[config.mk]
export PLATFORM = sky130hd
export DESIGN_NAME = colormap_entry_generator
export DESIGN_NICKNAME = d
export VERILOG_FILES = /design/src/hw/rtl/cmeg_pkg.sv /design/src/hw/rtl/cmeg_divider.sv /design/src/hw/rtl/colormap_entry_generator.sv
export SDC_FILE = /design/constraint.sdc
export NUM_CORES = 2
export LEC_CHECK = 0
export ABC_AREA = 1
export BUFFER_PORTS_ARGS = -buffer_cell sky130_fd_sc_hd__buf_2
export CAP_MARGIN = 20
export CORE_MARGIN = 1.5
export CORE_UTILIZATION = 49
export CTS_CLUSTER_DIAMETER = 60
export DETAILED_ROUTE_END_ITERATION = 6
export MAX_ROUTING_LAYER = met4
export SLEW_MARGIN = 20
export SYNTH_ARGS = -nofsm -noshare
export SYNTH_HDL_FRONTEND = slang
export SYNTH_SLANG_ARGS = --single-unit
[constraint.sdc]
create_clock -name clock -period 7.1 [get_ports clock]
set_input_delay 0 -clock clock [delete_from_list [all_inputs] [get_ports clock]]
set_output_delay 0 -clock clock [all_outputs]
set_load 0.02 [all_outputs]
[src/hw/rtl/cmeg_pkg.sv]
// Shared types, widths and the ramp node table of the colormap entry generator.
package cmeg_pkg;

   localparam int IndexWidth = 16;
   localparam int ColorWidth = 8;
   localparam int TableRows  = 8;
   localparam int RowW       = 3;

   typedef struct packed {
      logic [ColorWidth-1:0] red;
      logic [ColorWidth-1:0] green;
      logic [ColorWidth-1:0] blue;
   } rgb_type;

   localparam rgb_type Ramp [TableRows] = '{
      '{red: 8'd0,   green: 8'd0,   blue: 8'd255},
      '{red: 8'd105, green: 8'd145, blue: 8'd2},
      '{red: 8'd0,   green: 8'd255, blue: 8'd29},
      '{red: 8'd180, green: 8'd255, blue: 8'd0},
      '{red: 8'd255, green: 8'd215, blue: 8'd6},
      '{red: 8'd255, green: 8'd143, blue: 8'd1},
      '{red: 8'd255, green: 8'd69,  blue: 8'd0},
      '{red: 8'd255, green: 8'd0,   blue: 8'd0}
   };

endpackage

[src/hw/rtl/cmeg_divider.sv]
// Pipelined restoring divider that turns a clamped index into a ramp position.
module cmeg_divider #(
   parameter int NODE_COUNT    = 8,
   parameter int FRACTION_BITS = 8
) (
   input  logic                                           clock,
   input  logic                                           reset,
   input  logic [cmeg_pkg::IndexWidth-1:0]                count,
   input  logic                                           in_valid,
   output logic                                           in_stall,
   input  logic [cmeg_pkg::IndexWidth-1:0]                in_index,
   input  logic                                           in_last,
   output logic                                           out_valid,
   input  logic                                           out_stall,
   output logic [FRACTION_BITS+$clog2(NODE_COUNT)-1:0]    out_position,
   output logic                                           out_last
);
   import cmeg_pkg::*;

   localparam int NodeW = $clog2(NODE_COUNT);
   localparam int QuoW  = FRACTION_BITS + NodeW;
   localparam int ProdW = IndexWidth + NodeW;
   localparam int DvdW  = ProdW + FRACTION_BITS;

   logic                  valid_ff [QuoW+1];
   logic                  last_ff  [QuoW+1];
   logic [IndexWidth-1:0] rem_ff   [QuoW+1];
   logic [QuoW-1:0]       work_ff  [QuoW+1];
   logic [QuoW:0]         adv;

   logic [ProdW-1:0]      scaled;
   logic [DvdW-1:0]       dividend;

   assign scaled   = ProdW'(in_index) * ProdW'(NODE_COUNT - 1);
   assign dividend = {scaled, {FRACTION_BITS{1'b0}}};

   assign adv[QuoW] = !valid_ff[QuoW] || !out_stall;
   assign in_stall  = !adv[0];

   always_ff @(posedge clock) begin
      if (reset) begin
         valid_ff[0] <= 1'b0;
      end else if (adv[0]) begin
         valid_ff[0] <= in_valid;
      end
      if (adv[0]) begin
         last_ff[0] <= in_last;
         rem_ff[0]  <= dividend[DvdW-1:QuoW];
         work_ff[0] <= dividend[QuoW-1:0];
      end
   end

   for (genvar k = 1; k <= QuoW; k++) begin : g_step
      logic [IndexWidth:0]   trial;
      logic                  fits;
      logic [IndexWidth-1:0] rem_in;
      logic [QuoW-1:0]       work_in;

      if (k < QuoW) begin : g_adv
         assign adv[k-1] = !valid_ff[k-1] || adv[k];
      end else begin : g_adv_last
         assign adv[k-1] = !valid_ff[k-1] || adv[k];
      end

      always_comb begin
         trial   = {rem_ff[k-1], work_ff[k-1][QuoW-1]};
         fits    = trial >= {1'b0, count};
         rem_in  = fits ? IndexWidth'(trial - {1'b0, count}) : trial[IndexWidth-1:0];
         work_in = {work_ff[k-1][QuoW-2:0], fits};
      end

      always_ff @(posedge clock) begin
         if (reset) begin
            valid_ff[k] <= 1'b0;
         end else if (adv[k]) begin
            valid_ff[k] <= valid_ff[k-1];
         end
         if (adv[k]) begin
            last_ff[k] <= last_ff[k-1];
            rem_ff[k]  <= rem_in;
            work_ff[k] <= work_in;
         end
      end
   end

   assign out_valid    = valid_ff[QuoW];
   assign out_position = work_ff[QuoW];
   assign out_last     = last_ff[QuoW];

endmodule

[src/hw/rtl/colormap_entry_generator.sv]
// Top level of the colormap entry generator: index in, blended ramp colour out.
//
// Each req_ beat carries one colormap index; each rsp_ beat carries that
// entry's red, green and blue on a blue-to-red ramp of NODE_COUNT nodes.
// Indexes at or above the entry count are clamped to the final entry, and
// the final entry takes its node's colour without blending.
// The user must write the entry count through csr_write_enable and
// csr_write_data only while no beat is in flight; the block itself does not
// enforce this. Zero counts as one. Reset sets it to 256. The division of
// the scaled index by the entry count takes one pipeline stage per position
// bit. One beat is taken every cycle while req_stall is low.
// When rsp_stall holds the output, the stages behind it keep filling until
// every stage holds a beat, and only then does req_stall rise.
// Reset empties the pipeline; beats in flight are dropped.
module colormap_entry_generator #(
   parameter int NODE_COUNT    = 8,
   parameter int FRACTION_BITS = 8
) (
   input  logic                            clock,
   input  logic                            reset,
   input  logic                            req_valid,
   output logic                            req_stall,
   input  logic [cmeg_pkg::IndexWidth-1:0] req_color_index,
   output logic                            rsp_valid,
   input  logic                            rsp_stall,
   output logic [cmeg_pkg::ColorWidth-1:0] rsp_red,
   output logic [cmeg_pkg::ColorWidth-1:0] rsp_green,
   output logic [cmeg_pkg::ColorWidth-1:0] rsp_blue,
   input  logic                            csr_write_enable,
   input  logic [cmeg_pkg::IndexWidth-1:0] csr_write_data
);
   import cmeg_pkg::*;

   localparam int NodeW = $clog2(NODE_COUNT);
   localparam int QuoW  = FRACTION_BITS + NodeW;
   localparam int WgtW  = FRACTION_BITS + 1;
   localparam int ProdW = ColorWidth + WgtW;
   localparam int SumW  = ProdW + 1;
   localparam int ShW   = SumW - FRACTION_BITS;
   localparam logic [WgtW-1:0] One  = WgtW'(1) << FRACTION_BITS;
   localparam logic [SumW-1:0] Half = SumW'(1) << (FRACTION_BITS - 1);

   logic [IndexWidth-1:0] count_ff;
   logic [IndexWidth-1:0] count_m1_ff;

   always_ff @(posedge clock) begin
      if (reset) begin
         count_ff    <= IndexWidth'(256);
         count_m1_ff <= IndexWidth'(255);
      end else if (csr_write_enable) begin
         if (csr_write_data == '0) begin
            count_ff    <= IndexWidth'(1);
            count_m1_ff <= '0;
         end else begin
            count_ff    <= csr_write_data;
            count_m1_ff <= csr_write_data - IndexWidth'(1);
         end
      end
   end

   // Input stage: clamp the index and flag the final entry.
   logic                  valid_s1_ff;
   logic [IndexWidth-1:0] idx_s1_ff;
   logic                  last_s1_ff;
   logic                  adv_s1;
   logic                  div_in_stall;

   assign adv_s1    = !valid_s1_ff || !div_in_stall;
   assign req_stall = !adv_s1;

   always_ff @(posedge clock) begin
      if (reset) begin
         valid_s1_ff <= 1'b0;
      end else if (adv_s1) begin
         valid_s1_ff <= req_valid;
      end
      if (adv_s1) begin
         idx_s1_ff  <= (req_color_index >= count_ff) ? count_m1_ff : req_color_index;
         last_s1_ff <= req_color_index >= count_m1_ff;
      end
   end

   logic            div_valid;
   logic            div_out_stall;
   logic [QuoW-1:0] div_position;
   logic            div_last;

   cmeg_divider #(
      .NODE_COUNT    (NODE_COUNT),
      .FRACTION_BITS (FRACTION_BITS)
   ) u_divider (
      .clock        (clock),
      .reset        (reset),
      .count        (count_ff),
      .in_valid     (valid_s1_ff),
      .in_stall     (div_in_stall),
      .in_index     (idx_s1_ff),
      .in_last      (last_s1_ff),
      .out_valid    (div_valid),
      .out_stall    (div_out_stall),
      .out_position (div_position),
      .out_last     (div_last)
   );

   // Blend stage: look up both nodes and form the weighted products.
   logic [4:0]               node_x;
   logic [4:0]               next_x;
   logic [RowW-1:0]          node_row;
   logic [RowW-1:0]          next_row;
   logic [FRACTION_BITS-1:0] frac;
   logic [WgtW-1:0]          weight_a;
   rgb_type                  color_a;
   rgb_type                  color_b;
   logic [ColorWidth-1:0]    chan_a [3];
   logic [ColorWidth-1:0]    chan_b [3];
   logic [ProdW-1:0]         prod_a_in [3];
   logic [ProdW-1:0]         prod_b_in [3];

   always_comb begin
      node_x   = 5'(div_position[QuoW-1:FRACTION_BITS]);
      next_x   = node_x + 5'd1;
      node_row = (node_x > 5'(TableRows - 1)) ? RowW'(TableRows - 1) : node_x[RowW-1:0];
      next_row = (next_x > 5'(TableRows - 1)) ? RowW'(TableRows - 1) : next_x[RowW-1:0];
      frac     = div_position[FRACTION_BITS-1:0];
      weight_a = One - {1'b0, frac};
      color_a  = Ramp[node_row];
      color_b  = Ramp[next_row];
      chan_a[0] = color_a.red;
      chan_a[1] = color_a.green;
      chan_a[2] = color_a.blue;
      chan_b[0] = color_b.red;
      chan_b[1] = color_b.green;
      chan_b[2] = color_b.blue;
      for (int ch = 0; ch < 3; ch++) begin
         prod_a_in[ch] = ProdW'(chan_a[ch]) * ProdW'(weight_a);
         prod_b_in[ch] = ProdW'(chan_b[ch]) * ProdW'(frac);
      end
   end

   logic             valid_m_ff;
   logic             last_m_ff;
   rgb_type          base_m_ff;
   logic [ProdW-1:0] prod_a_ff [3];
   logic [ProdW-1:0] prod_b_ff [3];
   logic             adv_m;
   logic             adv_o;

   assign adv_o         = !rsp_valid || !rsp_stall;
   assign adv_m         = !valid_m_ff || adv_o;
   assign div_out_stall = !adv_m;

   always_ff @(posedge clock) begin
      if (reset) begin
         valid_m_ff <= 1'b0;
      end else if (adv_m) begin
         valid_m_ff <= div_valid;
      end
      if (adv_m) begin
         last_m_ff <= div_last;
         base_m_ff <= color_a;
         for (int ch = 0; ch < 3; ch++) begin
            prod_a_ff[ch] <= prod_a_in[ch];
            prod_b_ff[ch] <= prod_b_in[ch];
         end
      end
   end

   // Output stage: round, saturate and pick the unblended colour for the final entry.
   logic [SumW-1:0]       sum      [3];
   logic [ShW-1:0]        shifted  [3];
   logic [ColorWidth-1:0] blended  [3];
   logic [ColorWidth-1:0] base_ch  [3];
   logic [ColorWidth-1:0] chan_in  [3];

   always_comb begin
      base_ch[0] = base_m_ff.red;
      base_ch[1] = base_m_ff.green;
      base_ch[2] = base_m_ff.blue;
      for (int ch = 0; ch < 3; ch++) begin
         sum[ch]     = SumW'(prod_a_ff[ch]) + SumW'(prod_b_ff[ch]) + Half;
         shifted[ch] = sum[ch][SumW-1:FRACTION_BITS];
         blended[ch] = (shifted[ch] > ShW'(255)) ? ColorWidth'(255)
                                                 : shifted[ch][ColorWidth-1:0];
         chan_in[ch] = last_m_ff ? base_ch[ch] : blended[ch];
      end
   end

   logic                  rsp_valid_ff;
   logic [ColorWidth-1:0] rsp_red_ff;
   logic [ColorWidth-1:0] rsp_green_ff;
   logic [ColorWidth-1:0] rsp_blue_ff;

   always_ff @(posedge clock) begin
      if (reset) begin
         rsp_valid_ff <= 1'b0;
      end else if (adv_o) begin
         rsp_valid_ff <= valid_m_ff;
      end
      if (adv_o) begin
         rsp_red_ff   <= chan_in[0];
         rsp_green_ff <= chan_in[1];
         rsp_blue_ff  <= chan_in[2];
      end
   end

   assign rsp_valid = rsp_valid_ff;
   assign rsp_red   = rsp_red_ff;
   assign rsp_green = rsp_green_ff;
   assign rsp_blue  = rsp_blue_ff;

endmodule

Word-level counts from Yosys, hierarchy flattened
Memories as Yosys holds them, arrays and structs flattened. A register that Yosys moved wholly into a read port is not among the register bits.
Cells that the tools add are included.
W data, S select, Z words.
Word-level totals
  memories: 8
  memory bits (writable): 447
  bits in read-only memories: 384
  register bits: 100
  input port bits: 37
Memories
  (no name shown): depth 8, width 24, rd ports 1, clocked after Yosys merged registers in 0, write ports 0, RTL line colormap_entry_generator.sv:127  | color_b = Ramp[next_row];
  (no name shown): depth 8, width 24, rd ports 1, clocked after Yosys merged registers in 0, write ports 0, RTL line colormap_entry_generator.sv:126  | color_a = Ramp[node_row];
  u_divider.rem_ff: depth 12, width 16, rd ports 11, clocked after Yosys merged registers in 0, write ports 12, RTL line cmeg_divider.sv:27  | logic [IndexWidth-1:0] rem_ff [QuoW+1];
  u_divider.work_ff: depth 12, width 11, rd ports 12, clocked after Yosys merged registers in 0, write ports 12, RTL line cmeg_divider.sv:28  | logic [QuoW-1:0] work_ff [QuoW+1];
  prod_a_ff: depth 3, width 17, rd ports 3, clocked after Yosys merged registers in 0, write ports 3, RTL line colormap_entry_generator.sv:143  | logic [ProdW-1:0] prod_a_ff [3];
  prod_b_ff: depth 3, width 16, rd ports 3, clocked after Yosys merged registers in 0, write ports 3, RTL line colormap_entry_generator.sv:144  | logic [ProdW-1:0] prod_b_ff [3];
  +2 memories
Operators by class
  bitwise gates (word level): 14
  reductions and logical operators: 33
  multipliers: 7
  add/sub/neg operators: 20
  $lt $le $gt $ge: 19
  mux-type cells: 89
Operators by type and width (count)
  $mux W16: 14
  $ge A17 B16 Y1: 11
  $sub A16 B16 Y16: 11
  $mux W24: 4
  $mux W1: 64
  $add A17 B17 Y18: 3
  $add A18 B8 Y18 const B: 3
  $mul A8 B9 Y17: 3
  $mul A8 B8 Y16: 3
  $mux W8: 6
  $ge A16 B16 Y1: 2
  $gt A10 B8 Y1 const B: 3
  $mul A16 B3 Y19 const B: 1
  $logic_not A1 Y1: 17
  $logic_not A16 Y1: 1
  $sub A16 B1 Y16 const B: 1
  $logic_or A1 B1 Y1: 15
  $or A1 B1 Y1: 12
  $sub A9 B8 Y9 const A: 1
  $ge A4 B4 Y1 const B: 2
  $not A3 Y4: 2
  $add A3 B1 Y4 const B: 1
  $gt A4 B3 Y1 const B: 1
  $mux W3: 1

Logic depth before layout (Yosys ltp)
  depth after elaboration: 19
  mapped depth: 26
  gate-level depth less buffers: 25

By module
From an unflattened synthesis, not the netlist that was laid out.
Second synthesis, totals
  cells, all modules: 5308
  area total of the unflattened synthesis: 44077.3 sq um
By module, submodules not included
  colormap_entry_generator: cells each 2802, area an instance 23481.3 sq um, times used 1
  cmeg_divider: cells each 2506, area an instance 20596.0 sq um, times used 1

Least setup slack after synthesis
No wires, ideal clock.
  path kind: register to register
  start: memory u_divider.work_ff[2][33] in the netlist's numbering
  end: memory prod_a_ff[0][31] in the netlist's numbering, data pin
  data arrival time: 5.206 ns
  library setup time: 0.259 ns
  data required time: 6.841 ns
  cell stages (with the launch flop): 24
  path slack: 1.635 ns
  cell sequence: edfxtp_1 > clkbuf_1 > inv_2 > buf_1 > ha_1 > nand4_1 > nor3_1 > inv_1 > nand2_1 > clkbuf_1 > nor2_1 > fa_1 > fa_1 > fa_1 > inv_1 > fa_1 > inv_1 > ha_1 > a21oi_1 > nand2_1 > a21boi_0 > o21ai_0 > nand2_1 > nand2_1
RTL lines (RTL line)
  start, declared: cmeg_divider.sv:28
  end, declared: colormap_entry_generator.sv:143

==> flow_summary_export.csv <==
group,metric,value,unit
outcome,status,"complete, no violations",
final_layout,area_delta_synth_final,10.5,%
timing,tightest_slew,1060,ps
flow_run,maxCapViolations,0,
synth,yosys_register_bits,465,
timing,slew_violations,0,
clock_tree,clk_pin_slew_worst_paths,60,ps
hold_path,hold_class,"in -> reg",
setup_path,path_max_fanout,11,
synth,syn_nets,5548,
global_routing,grt_max_degree,85,
synth,synthArstFlopShare,0,%
setup_path,cp_slowest_cell,"nor2_1",
clock_tree,root_buffer,"clkbuf_16",
synth,post-synth-top-area-cell,"edfxtp_1",
timing,rsz0062_at_grt,"no",
final_layout,diodes,0,
timing,maxSlewHeadroom,29.5,%
synth,yosysMostFrequentCell,"nand2_1",
clock_tree,cts_resized,0,
drt,antenna_left,0,
synth,ys_warn_count,0,
floorplan,die_w,297,microns
synth,synth_edf_count,430,
final_layout,fin_nets,5710,
clock_tree,htreeDepth,3,
drt,routed_via_density,5.26,
timing,holdWs,317,ps
synth,synth_top_area_share,30.6,%
timing,fin_ws,878,ps
timing,period_needed,6220,ps
placement,dp_slack,895,ps
floorplan,chipHeight,297,microns
global_routing,grt.total_usage,25.2,%
setup_path,worstReg2RegStart,"u_divider.work_ff[2][41]",
timing,fin_tns_setup,0,ps
setup_path,worstSetupEndpointType,"flip-flop",
synth,post_synth.cell_area_avg,8.98,sq um
hold_path,hold_end,"count_m1_ff[9]",
drt,wire_per_inst,17.2,microns
hold_path,hold-path-cell-count,5,
setup_path,crit_chain,"ha_1 -> inv_1 -> ha_1 -> nor2_1 -> nand2_1 -> o21ai_1 -> nor2_1 -> fa_1 -> fa_1 -> inv_1 -> fa_1 -> fa_1 -> inv_1 -> ha_1 -> nand2_1 -> nand2_1 -> a31oi_1 -> inv_1 -> a31oi_1 -> o21ai_0 -> xor2_1",
final_layout,drive_gt1_share,6.80,%
final_layout,multi_input_area,25400,sq um
setup_path,slowest_delay,620,ps
global_routing,grt_antenna_before_repair,1,
timing,fin_worst_skew,26.4,ps
drt,met1Wirelength,43.4,mm
synth,synth_seq_area_share,32.2,%
global_routing,grt-ovfl-total,0,
timing,fmax,0.161,GHz
synth,synthTopCellsByCount,"921 x nand2_1, 736 x inv_1, 547 x ha_1",
drt,route.vias.total,31900,
synth,synthTopCellsByArea,"edfxtp_1 31%, ha_1 16%, fa_1 12%",
final_layout,regArea,13600,sq um
synth,synth_cell_types,64,
global_routing,grt_pass1_vias,32000,
clock_tree,clk_path_buf_depth,3,
drt,drc,0,
floorplan,io_pins,63,
placement,gp_congestion,0.909,
floorplan,die-area,88000,sq um
placement,portBuffers,62,
drt,drt_wl_total,104,mm
clock_tree,insertion_delay,630,ps
setup_path,arrival,6570,ps
floorplan,core_area,85300,sq um
hold_path,holdCritStartpoint,"csr_write_data[9]",
global_routing,grt_pass1_wl,168,mm
floorplan,num_rows,107,
setup_path,reg2reg_depth,21,
synth,ys.flop_type,"edfxtp_1",
synth,synthCells,4704,
drt,routed.top_layer,"met4",
setup_path,worstSetupPathType,"reg -> reg",
setup_path,start_kind,"flip-flop",
drt,firstDrtPassIters,6,
setup_path,worstPathRequired,7450,ps
placement,hpwlAfterDp,82.8,mm
timing,fin_crit_sh,87.6,%
drt,wl_met2,53.4,mm
setup_path,timing.rr.end,"prod_b_ff[0][29]",
clock_tree,cts_tree,"built",
final_layout,fillers,7934,
timing,setup_viol,0,
floorplan,start_util,49.5,%
drt,drtIter0Drc,1692,
clock_tree,cts.sinks,465,
timing,hold_viol_final,0,
synth,syn-cell-area,42200,sq um
clock_tree,numCtsBuffers,66,
drt,wl_met3,3.37,mm
setup_path,r2r_slack,880,ps
[state kept, by name, indices dropped and copies added, names as in the netlist, 8 cells and up]
| signal | count |
|---|---|
| base_ch | 17 |
| count_m1_ff | 16 |
| rsp_red | 8 |
| u_divider.work_ff | 72 |
| prod_b_ff | 48 |
| count_ff | 16 |
| idx_s1_ff | 16 |
| prod_a_ff | 51 |
| u_divider.last_ff | 12 |
| u_divider.rem_ff | 176 |
| rsp_blue | 8 |
| rsp_green | 8 |
| u_divider.valid_ff | 12 |
[critical path: cells and delay by family (launching register included)]
| family | cells | cell delay [ps] |
|---|---|---|
| adder cells (fa/ha/maj) | 7 | 2910 |
| AND/OR/NAND/NOR | 5 | 1070 |
| AO/OA/AOI/OAI | 4 | 1070 |
| flip-flops | 1 | 490 |
| buffers and inverters | 4 | 250 |
| XOR/XNOR | 1 | 160 |
[what timing repair did]
item,in CTS,in global routing
buffers inserted,0,0
hold buffers,65,0
endpoints found under the hold margin,64,0
[metrics by stage]
| stage | std cells | utilization [%] | area (sq um) |
|---|---|---|---|
| after floorplan | 4704 | - | 42200 |
| after global placement | 5875 | 51.4 | 43800 |
| after detailed placement | 5875 | 51.4 | 43800 |
| after CTS | 6056 | 54.7 | 46600 |
| after global routing | 6058 | 54.7 | 46700 |
| final | 6058 | 54.7 | 46700 |
[layout make-up]
cell class / instances / share of cell area, %
Clock buffer: 89 / 3.97
Tap cell: 1144 / 3.07
Inverter: 753 / 6.10
Timing Repair Buffer: 164 / 2.68
Multi-Input combinational cell: 3416 / 54.3
Sequential cell: 465 / 29.2
Clock inverter: 27 / 0.684
[worst max-delay path by stage]
stage                             endpoint  cells after the start                     start
after floorplan           prod_a_ff[0][31]                     23  u_divider.work_ff[2][33]
after global placement    prod_b_ff[0][28]                     21  u_divider.work_ff[2][41]
after detailed placement  prod_b_ff[0][29]                     21  u_divider.work_ff[2][41]
after CTS                 prod_b_ff[0][29]                     21  u_divider.work_ff[2][41]
after global routing      prod_b_ff[0][28]                     21  u_divider.work_ff[2][41]
final                     prod_b_ff[0][29]                     21  u_divider.work_ff[2][41]
[cells by family (layout without fill, tap and decap cells)]
logic type / Yosys count / after routing / share of synthesized area (%)
XOR/XNOR: 225 / 225 / 4.67
buffers and inverters: 823 / 1033 / 7.75
AND/OR/NAND/NOR: 1640 / 1640 / 16.2
flip-flops: 465 / 465 / 32.2
adder cells (fa/ha/maj): 807 / 807 / 28.5
AO/OA/AOI/OAI: 744 / 744 / 10.6
[layer usage]
layer,global-route usage [%],vias up
met4,9.59,0
met2,44.8,576
met1,28.9,15100
li1,-,15900
met5,-,-
met3,3.05,222
[placed cells by master (no fill, tap or decap), drive strengths merged, types with 8 or more instances in the layout]
cell	instances
o211ai	9
a21boi	21
nand3	155
nand4	34
or2	12
a21o	43
a221oi	10
fa	260
xor2	116
nand3b	13
o2111ai	8
clkinv	10
edfxtp	430
nand2	941
o21bai	24
dfxtp	35
buf	99
o21ai	249
clkbuf	89
dlygate4sd3	65
nor2	427
ha	547
a21oi	314
a31oi	26
nor3	48
inv	760
xnor2	109
nor4	10
Power is not shown: default switching activity piles up to over one toggle a cycle in this logic, so the estimate is an artifact.
